===== src/sv/mmh64a_pkg.sv =====
// shared types and constants of the murmur_hash_64a block
// depends on nothing
package mmh64a_pkg;

  localparam logic [63:0] MIX_MUL   = 64'hc6a4a7935bd1e995;
  localparam int          MIX_SHIFT = 47;
  localparam logic [63:0] HASH_SEED = 64'hdeadbeefdeadbeef;

  // default number of words held between front and back
  localparam int QUEUE_DEPTH_DEF = 2;

  // what a word contributes to the hash
  typedef enum logic [1:0] {
    ABS_NONE,
    ABS_PART,
    ABS_FULL
  } absorb_t;

  // one classified word as it travels through the queue
  typedef struct packed {
    logic        seed;
    logic [30:0] len;
    absorb_t     kind;
    logic [63:0] data;
    logic        fin;
  } cmd_t;

  // phases of the shared multiplier
  typedef enum logic [1:0] {
    PH_LL,
    PH_HL,
    PH_LH
  } mul_phase_t;

  typedef struct packed {
    logic        start;
    logic [63:0] a;
  } mul_req_t;

  typedef struct packed {
    logic        done;
    logic [63:0] p;
  } mul_rsp_t;

  // back-end sequencer states
  typedef enum logic [2:0] {
    BK_IDLE,
    BK_SEED,
    BK_MIX1,
    BK_MIX2,
    BK_FOLD,
    BK_FIN,
    BK_EMIT
  } back_state_t;

endpackage


===== src/sv/mmh64a_front.sv =====
// front end: accepts input words, masks the bytes and classifies each word
// depends on mmh64a_pkg
module mmh64a_front import mmh64a_pkg::*; (
  input  logic        in_valid,
  output logic        in_stall,
  input  logic [63:0] in_word,
  input  logic [3:0]  in_word_bytes,
  input  logic        in_is_first,
  input  logic        in_is_last,
  input  logic [30:0] in_message_length,
  input  logic        q_full,
  output logic        q_push,
  output cmd_t        q_data
);

  logic [63:0] masked;

  // stall only while the queue has no room
  assign in_stall = q_full;
  assign q_push   = in_valid && !q_full;

  // keep only the bytes below the byte count
  always_comb begin
    for (int b = 0; b < 8; b++) begin
      masked[b*8 +: 8] = (4'(b) < in_word_bytes) ? in_word[b*8 +: 8] : 8'd0;
    end
  end

  // classify the word
  always_comb begin
    q_data.seed = in_is_first;
    q_data.len  = in_message_length;
    q_data.fin  = in_is_last;
    if (in_word_bytes inside {[4'd8:4'd15]}) begin
      q_data.kind = ABS_FULL;
      q_data.data = in_word;
    end else if (in_word_bytes == 4'd0) begin
      q_data.kind = ABS_NONE;
      q_data.data = masked;
    end else begin
      q_data.kind = ABS_PART;
      q_data.data = masked;
    end
  end

endmodule


===== src/sv/mmh64a_queue.sv =====
// short queue of classified words between front and back
// depends on mmh64a_pkg
module mmh64a_queue import mmh64a_pkg::*; #(
  parameter int DEPTH = QUEUE_DEPTH_DEF
) (
  input  logic clk,
  input  logic rst_n,
  input  logic push,
  input  cmd_t push_data,
  output logic full,
  input  logic pop,
  output logic not_empty,
  output cmd_t head
);

  localparam int PW = (DEPTH > 1) ? $clog2(DEPTH) : 1;
  localparam int CW = $clog2(DEPTH + 1);

  cmd_t          slot_r [DEPTH];
  logic [PW-1:0] wr_ptr_r, wr_ptr_nxt;
  logic [PW-1:0] rd_ptr_r, rd_ptr_nxt;
  logic [CW-1:0] cnt_r, cnt_nxt;
  logic          do_push, do_pop;

  assign full      = (cnt_r == CW'(DEPTH));
  assign not_empty = (cnt_r != '0);
  assign head      = slot_r[rd_ptr_r];
  assign do_push   = push && !full;
  assign do_pop    = pop && not_empty;

  // pointer and fill count update
  always_comb begin
    wr_ptr_nxt = wr_ptr_r;
    rd_ptr_nxt = rd_ptr_r;
    cnt_nxt    = cnt_r;
    if (do_push) begin
      wr_ptr_nxt = (wr_ptr_r == PW'(DEPTH - 1)) ? '0 : wr_ptr_r + 1'b1;
    end
    if (do_pop) begin
      rd_ptr_nxt = (rd_ptr_r == PW'(DEPTH - 1)) ? '0 : rd_ptr_r + 1'b1;
    end
    if (do_push && !do_pop) begin
      cnt_nxt = cnt_r + 1'b1;
    end else if (do_pop && !do_push) begin
      cnt_nxt = cnt_r - 1'b1;
    end
  end

  always_ff @(posedge clk) begin
    if (!rst_n) begin
      wr_ptr_r <= '0;
      rd_ptr_r <= '0;
      cnt_r    <= '0;
    end else begin
      wr_ptr_r <= wr_ptr_nxt;
      rd_ptr_r <= rd_ptr_nxt;
      cnt_r    <= cnt_nxt;
    end
  end

  // slot storage
  always_ff @(posedge clk) begin
    if (do_push) begin
      slot_r[wr_ptr_r] <= push_data;
    end
  end

endmodule


===== src/sv/mmh64a_mul.sv =====
// shared multiplier: low 64 bits of a times the mix constant, three 32x32 passes
// depends on mmh64a_pkg
module mmh64a_mul import mmh64a_pkg::*; (
  input  logic     clk,
  input  logic     rst_n,
  input  mul_req_t req,
  output mul_rsp_t rsp
);

  logic [63:0] a_r;
  logic [63:0] acc_r;
  mul_phase_t  ph_r;
  logic        busy_r;
  logic        done_r;
  logic [31:0] opx, opy;
  logic [63:0] prod;

  // operand selection for the current pass
  always_comb begin
    case (ph_r)
      PH_LL: begin
        opx = a_r[31:0];
        opy = MIX_MUL[31:0];
      end
      PH_HL: begin
        opx = a_r[63:32];
        opy = MIX_MUL[31:0];
      end
      PH_LH: begin
        opx = a_r[31:0];
        opy = MIX_MUL[63:32];
      end
      default: begin
        opx = a_r[31:0];
        opy = MIX_MUL[31:0];
      end
    endcase
  end

  assign prod = 64'(opx) * 64'(opy);

  // pass sequencing
  always_ff @(posedge clk) begin
    if (!rst_n) begin
      busy_r <= 1'b0;
      done_r <= 1'b0;
      ph_r   <= PH_LL;
    end else begin
      done_r <= 1'b0;
      if (req.start) begin
        busy_r <= 1'b1;
        ph_r   <= PH_LL;
      end else if (busy_r) begin
        case (ph_r)
          PH_LL:   ph_r <= PH_HL;
          PH_HL:   ph_r <= PH_LH;
          PH_LH: begin
            busy_r <= 1'b0;
            done_r <= 1'b1;
          end
          default: busy_r <= 1'b0;
        endcase
      end
    end
  end

  // operand and partial product accumulation
  always_ff @(posedge clk) begin
    if (req.start) begin
      a_r <= req.a;
    end else if (busy_r) begin
      if (ph_r == PH_LL) begin
        acc_r <= prod;
      end else begin
        acc_r[63:32] <= acc_r[63:32] + prod[31:0];
      end
    end
  end

  assign rsp.done = done_r;
  assign rsp.p    = acc_r;

endmodule


===== src/sv/mmh64a_back.sv =====
// back end: runs seed, word mix, fold and final avalanche on the shared multiplier
// depends on mmh64a_pkg and mmh64a_mul
module mmh64a_back import mmh64a_pkg::*; (
  input  logic        clk,
  input  logic        rst_n,
  input  logic        q_not_empty,
  input  cmd_t        q_head,
  output logic        q_pop,
  output logic        out_valid,
  input  logic        out_stall,
  output logic [63:0] out_hash_value
);

  back_state_t state_r, state_nxt;
  logic [63:0] h_r, h_nxt;
  cmd_t        cmd_r, cmd_nxt;
  logic        out_valid_r, out_valid_nxt;
  logic [63:0] out_hash_r, out_hash_nxt;
  mul_req_t    mreq;
  mul_rsp_t    mrsp;
  cmd_t        cur;
  logic        out_free;
  logic        enter_abs, enter_fin;
  logic [63:0] h_abs, h_fin, t_mix;

  mmh64a_mul u_mul (
    .clk   (clk),
    .rst_n (rst_n),
    .req   (mreq),
    .rsp   (mrsp)
  );

  assign out_free = !out_valid_r || !out_stall;
  assign cur      = (state_r == BK_IDLE) ? q_head : cmd_r;
  assign t_mix    = mrsp.p ^ (mrsp.p >> MIX_SHIFT);

  // sequencer: next state, multiplier requests and result hand-off
  always_comb begin
    state_nxt     = state_r;
    h_nxt         = h_r;
    cmd_nxt       = cmd_r;
    out_valid_nxt = out_valid_r && out_stall;
    out_hash_nxt  = out_hash_r;
    q_pop         = 1'b0;
    mreq.start    = 1'b0;
    mreq.a        = 64'(cur.len);
    enter_abs     = 1'b0;
    enter_fin     = 1'b0;
    h_abs         = h_r;
    h_fin         = h_r;

    case (state_r)
      BK_IDLE: begin
        if (q_not_empty) begin
          q_pop   = 1'b1;
          cmd_nxt = q_head;
          if (q_head.seed) begin
            mreq.start = 1'b1;
            mreq.a     = 64'(q_head.len);
            state_nxt  = BK_SEED;
          end else begin
            enter_abs = 1'b1;
          end
        end
      end
      BK_SEED: begin
        if (mrsp.done) begin
          enter_abs = 1'b1;
          h_abs     = HASH_SEED ^ mrsp.p;
        end
      end
      BK_MIX1: begin
        if (mrsp.done) begin
          mreq.start = 1'b1;
          mreq.a     = t_mix;
          state_nxt  = BK_MIX2;
        end
      end
      BK_MIX2: begin
        if (mrsp.done) begin
          mreq.start = 1'b1;
          mreq.a     = h_r ^ mrsp.p;
          state_nxt  = BK_FOLD;
        end
      end
      BK_FOLD: begin
        if (mrsp.done) begin
          enter_fin = 1'b1;
          h_fin     = mrsp.p;
        end
      end
      BK_FIN: begin
        if (mrsp.done) begin
          h_nxt = t_mix;
          if (out_free) begin
            out_valid_nxt = 1'b1;
            out_hash_nxt  = t_mix;
            state_nxt     = BK_IDLE;
          end else begin
            state_nxt = BK_EMIT;
          end
        end
      end
      BK_EMIT: begin
        if (out_free) begin
          out_valid_nxt = 1'b1;
          out_hash_nxt  = h_r;
          state_nxt     = BK_IDLE;
        end
      end
      default: state_nxt = BK_IDLE;
    endcase

    // absorb the word into the current hash
    if (enter_abs) begin
      case (cur.kind)
        ABS_FULL: begin
          h_nxt      = h_abs;
          mreq.start = 1'b1;
          mreq.a     = cur.data;
          state_nxt  = BK_MIX1;
        end
        ABS_PART: begin
          h_nxt      = h_abs ^ cur.data;
          mreq.start = 1'b1;
          mreq.a     = h_abs ^ cur.data;
          state_nxt  = BK_FOLD;
        end
        default: begin
          enter_fin = 1'b1;
          h_fin     = h_abs;
        end
      endcase
    end

    // finish the message or go back for the next word
    if (enter_fin) begin
      h_nxt = h_fin;
      if (cur.fin) begin
        mreq.start = 1'b1;
        mreq.a     = h_fin ^ (h_fin >> MIX_SHIFT);
        state_nxt  = BK_FIN;
      end else begin
        state_nxt = BK_IDLE;
      end
    end
  end

  always_ff @(posedge clk) begin
    if (!rst_n) begin
      state_r     <= BK_IDLE;
      h_r         <= '0;
      out_valid_r <= 1'b0;
    end else begin
      state_r     <= state_nxt;
      h_r         <= h_nxt;
      out_valid_r <= out_valid_nxt;
    end
  end

  // payload registers
  always_ff @(posedge clk) begin
    cmd_r      <= cmd_nxt;
    out_hash_r <= out_hash_nxt;
  end

  assign out_valid      = out_valid_r;
  assign out_hash_value = out_hash_r;

endmodule


===== src/sv/murmur_hash_64a.sv =====
// MurmurHash64A engine, seed 0xdeadbeefdeadbeef.
// Input channel (in_valid / in_stall): one word per item, up to eight
// little-endian message bytes, with byte count, first and last marks and
// the message length (sampled on the first word).
// Output channel (out_valid / out_stall): one 64-bit hash per word marked last.
// The front end classifies and masks each word and writes it into a short
// queue; the back end pops it and works it through one shared multiplier
// that forms each 64-bit product in three 32x32 passes. A full word needs
// three products, a partial word one, a first word one more, a last word
// one more for the final avalanche; a word with no bytes and no marks needs
// no product. Throughput is therefore set by the multiplier.
// The finished hash sits in an output register; the back end keeps working
// on following words while it waits and only holds when a second hash is due.
// in_stall is high only while the queue is full.
// Reset (rst_n low, synchronous) empties the queue, drops any pending hash
// and clears the running hash to zero.
// depends on mmh64a_pkg, mmh64a_front, mmh64a_queue, mmh64a_back
module murmur_hash_64a import mmh64a_pkg::*; #(
  parameter int QUEUE_DEPTH = QUEUE_DEPTH_DEF
) (
  input  logic        clk,
  input  logic        rst_n,
  input  logic        in_valid,
  output logic        in_stall,
  input  logic [63:0] in_word,
  input  logic [3:0]  in_word_bytes,
  input  logic        in_is_first,
  input  logic        in_is_last,
  input  logic [30:0] in_message_length,
  output logic        out_valid,
  input  logic        out_stall,
  output logic [63:0] out_hash_value
);

  logic q_full, q_push, q_pop, q_not_empty;
  cmd_t q_data, q_head;

  mmh64a_front u_front (
    .in_valid          (in_valid),
    .in_stall          (in_stall),
    .in_word           (in_word),
    .in_word_bytes     (in_word_bytes),
    .in_is_first       (in_is_first),
    .in_is_last        (in_is_last),
    .in_message_length (in_message_length),
    .q_full            (q_full),
    .q_push            (q_push),
    .q_data            (q_data)
  );

  mmh64a_queue #(
    .DEPTH (QUEUE_DEPTH)
  ) u_queue (
    .clk       (clk),
    .rst_n     (rst_n),
    .push      (q_push),
    .push_data (q_data),
    .full      (q_full),
    .pop       (q_pop),
    .not_empty (q_not_empty),
    .head      (q_head)
  );

  mmh64a_back u_back (
    .clk            (clk),
    .rst_n          (rst_n),
    .q_not_empty    (q_not_empty),
    .q_head         (q_head),
    .q_pop          (q_pop),
    .out_valid      (out_valid),
    .out_stall      (out_stall),
    .out_hash_value (out_hash_value)
  );

endmodule


===== config.mk =====
export PLATFORM = sky130hd
export DESIGN_NAME = murmur_hash_64a
export DESIGN_NICKNAME = d
export VERILOG_FILES = /design/src/sv/mmh64a_pkg.sv /design/src/sv/mmh64a_front.sv /design/src/sv/mmh64a_queue.sv /design/src/sv/mmh64a_mul.sv /design/src/sv/mmh64a_back.sv /design/src/sv/murmur_hash_64a.sv
export SDC_FILE = /design/constraint.sdc
export NUM_CORES = 2
export LEC_CHECK = 0
export BUFFER_PORTS_ARGS = -buffer_cell sky130_fd_sc_hd__buf_2
export CORE_ASPECT_RATIO = 0.6
export CORE_MARGIN = 2
export CORE_UTILIZATION = 35
export DETAILED_ROUTE_END_ITERATION = 7
export GPL_TIMING_DRIVEN = 0
export PLACE_DENSITY = 0.6
export SYNTH_ARGS = -nofsm -noshare
export SYNTH_HDL_FRONTEND = slang
export SYNTH_SLANG_ARGS = --single-unit

===== constraint.sdc =====
create_clock -name clk -period 22.2 [get_ports clk]
set_input_delay 3.33 -clock clk [delete_from_list [all_inputs] [get_ports clk]]
set_output_delay 3.33 -clock clk [all_outputs]
set_load 0.005 [all_outputs]

==> metrics.cfg <==
[worst_setup_path]
reg2reg_slack_ps = 8560
critical-path-max-stage-delay_ps = 1160
endpoint = u_back.u_mul.acc_r[63]$_DFFE_PP_
start_kind = flip-flop
critPathLaunch = u_back.u_mul.ph_r[0]$_SDFFE_PP0P_
critPathArrivalTime_ps = 14050
cp.required_ps = 22600
crit_slowest_cell = xnor2_1
r2r_cells = 38
r2r_end = u_back.u_mul.acc_r[63]$_DFFE_PP_
setup.worst_path.end_class = flip-flop
crit_path_max_fanout = 10
crit_top_cell = inv_1
critPathKind = reg -> reg
rr_startpoint = u_back.u_mul.ph_r[0]$_SDFFE_PP0P_

[clock_network]
clk_pin_slew_worst_paths_ps = 70
cts_sinks = 565
cts_setup_buffers = 0
cts_resized = 0
holdBufCountCts = 0
clk_latency_ps = 690
numCtsBuffers = 53
htree_levels = 2
cts_tree = done
root_buffer = clkbuf_16
clock_path_buffers = 3

[synthesis]
yosysWarnings = 0
synth_ff_type = edfxtp_1
synth_edf_count = 488
synth.distinct_cells = 88
ys_seq_area_share_pct = 29.6
synth_area_mm2 = 0.0547
synth_top_area_cell = edfxtp_1
ys_top_cells_by_area = edfxtp_1, fa_1, ha_1
synth-seq-cells = 565
synth_top_area_share_pct = 26.8
synth.most_common_cell = inv_1
synth-async-reset-ratio_pct = 0
syn_inst = 5455
syn-mean-instance-area_um2 = 10.0
synth_common_cells = inv_1, fa_1, nand2_1

[sta]
max_freq_mhz = 73.3
tns_ps = 0
final_max_slew_viol_count = 47
final-setup-viol-count = 0
hold_viol_final = 0
max_slew.worst_pin.slew_ps = 1680
grt_setup_unrepaired = no
slew_headroom_pct = -12.9
fin_worst_skew_ps = 49.3
finalCritPeriodShare_pct = 61.5
post-route-min-period_ps = 13640

[drt]
via_count = 44500
drt_iter0_markers = 6714
viasPerCell = 5.69
antenna_left = 0
drt_wl_total_um = 250000
drc = 0
drt_pass1_iterations = 7
wl_per_cell_um = 32.0

[placement]
dpl.hpwl_um = 209000
gp_congestion = 1.08
dpl.cell_count = 7694
io_buffers = 169

[floorplanning]
row_count = 112
coreArea_mm2 = 0.155
die_area_mm2 = 0.160
initial_core_util_pct = 35.2
io_pins = 171
die_w_um = 515
fp.dieH_um = 310

[global_routing]
grt_max_degree = 57
grt_pass1_vias = 42100
globalRouteTotalUtil_pct = 31.2
grt-ovfl-total = 0
grt_pass1_wl_um = 342000
antenna_found_initial = 45

[run_status]
violations = max-capacitance violations, max-slew violations
status = finished, violations left

[final_layout]
fin_nets = 6856
area_growth_pct = 10.2
instances_no_fill = 7827
drive_gt1_share_pct = 8.23

[min_path]
hold_class = reg -> reg

[job]
cap_violations = 11

cells by family (layout without fill, tap and decap cells):
logic type               after synthesis  count (layout)  synth area share [%]
other                                  2              37                0.0137
AO/OA/AOI/OAI                       1000            1000                  11.6
adder cells (fa/ha/maj)             1051            1051                  32.5
buffers and inverters               1137            1422                  7.90
flip-flops                           565             565                  29.6
multiplexers                         249             249                  4.80
AND/OR/NAND/NOR                     1192            1192                  9.45
XOR/XNOR                             259             259                  4.17
cell usage in the layout, fill, tap and decap left out, drive strengths merged, types with 144 or more instances in the layout:
master and n:
a21oi 362, buf 247, clkbuf 293, edfxtp 488
fa 616, ha 435, inv 850, mux2i 144
nand2 513, nor2 365, o21ai 207, xnor2 173
how the worst min path moves through the flow:
stage	to	cells after the start	startpoint	slack, ps
2_1_floorplan	u_queue.cnt_r[1]$_SDFFE_PN0P_	2	u_queue.cnt_r[1]$_SDFFE_PN0P_	470
3_3_place_gp	u_queue.cnt_r[1]$_SDFFE_PN0P_	2	u_queue.cnt_r[1]$_SDFFE_PN0P_	480
3_5_place_dp	u_queue.cnt_r[1]$_SDFFE_PN0P_	2	u_queue.cnt_r[1]$_SDFFE_PN0P_	500
4_1_cts	u_queue.cnt_r[1]$_SDFFE_PN0P_	2	u_queue.cnt_r[1]$_SDFFE_PN0P_	510
5_1_grt	flip-flop	2	u_queue.rd_ptr_r$_SDFFE_PN0P_	570
6_report	u_queue.cnt_r[1]$_SDFFE_PN0P_	2	u_queue.cnt_r[1]$_SDFFE_PN0P_	510
routing by layer:
layer	GRT usage (%)	part of all wire, %
met1	49.4	48
met2	36.0	34
met3	16.3	16
met4	4.78	1.6
met5	0.506	0.078
flip-flops by register name, summed over array words and instances, names as in the netlist, named ones only:
register / flops
u_queue.wr_ptr_r: 1
u_back.cmd_r: 98
u_back.u_mul.busy_r: 1
u_back.state_r: 3
u_queue.slot_r: 198
u_back.out_hash_value: 64
u_back.u_mul.a_r: 64
u_back.h_r: 64
u_back.u_mul.done_r: 1
u_queue.cnt_r: 2
u_back.out_valid: 1
u_back.u_mul.ph_r: 2
u_queue.rd_ptr_r: 1
u_back.u_mul.acc_r: 64
cell type report:
cell class | instances | area, µm²
fill | 15500 | 95100
multi-input combinational | 3757 | 34300
sequential | 565 | 16200
inverter | 843 | 3170
tap | 2052 | 2570
clock buffer | 60 | 1350
buffer | 294 | 1160
timing repair buffer | 186 | 1120
clock inverter | 39 | 375
antenna | 31 | 77.6
critical path, delay by kind of cell, from the launching register on:
family	cells	cell delay, ps
AO/OA/AOI/OAI	5	1390
XOR/XNOR	2	1350
adder cells (fa/ha/maj)	10	4890
buffers and inverters	12	3540
flip-flops	1	800
multiplexers	2	240
AND/OR/NAND/NOR	7	1110
metrics by stage:
| stage | worst slack (ps) | hold WS, ps | util (%) | area [µm²] |
|---|---|---|---|---|
| global placement | 8540 | 478 | 37.4 | 58200 |
| floorplan | 12350 | 467 | - | 54800 |
| global route | 7980 | 567 | 38.8 | 60300 |
| detailed placement | 9070 | 498 | 37.6 | 58500 |
| finish | 8560 | 509 | 38.8 | 60300 |
| CTS | 9040 | 509 | 38.7 | 60200 |
Power is not shown: default switching activity piles up to over one toggle a cycle in this logic, so the estimate is an artifact.
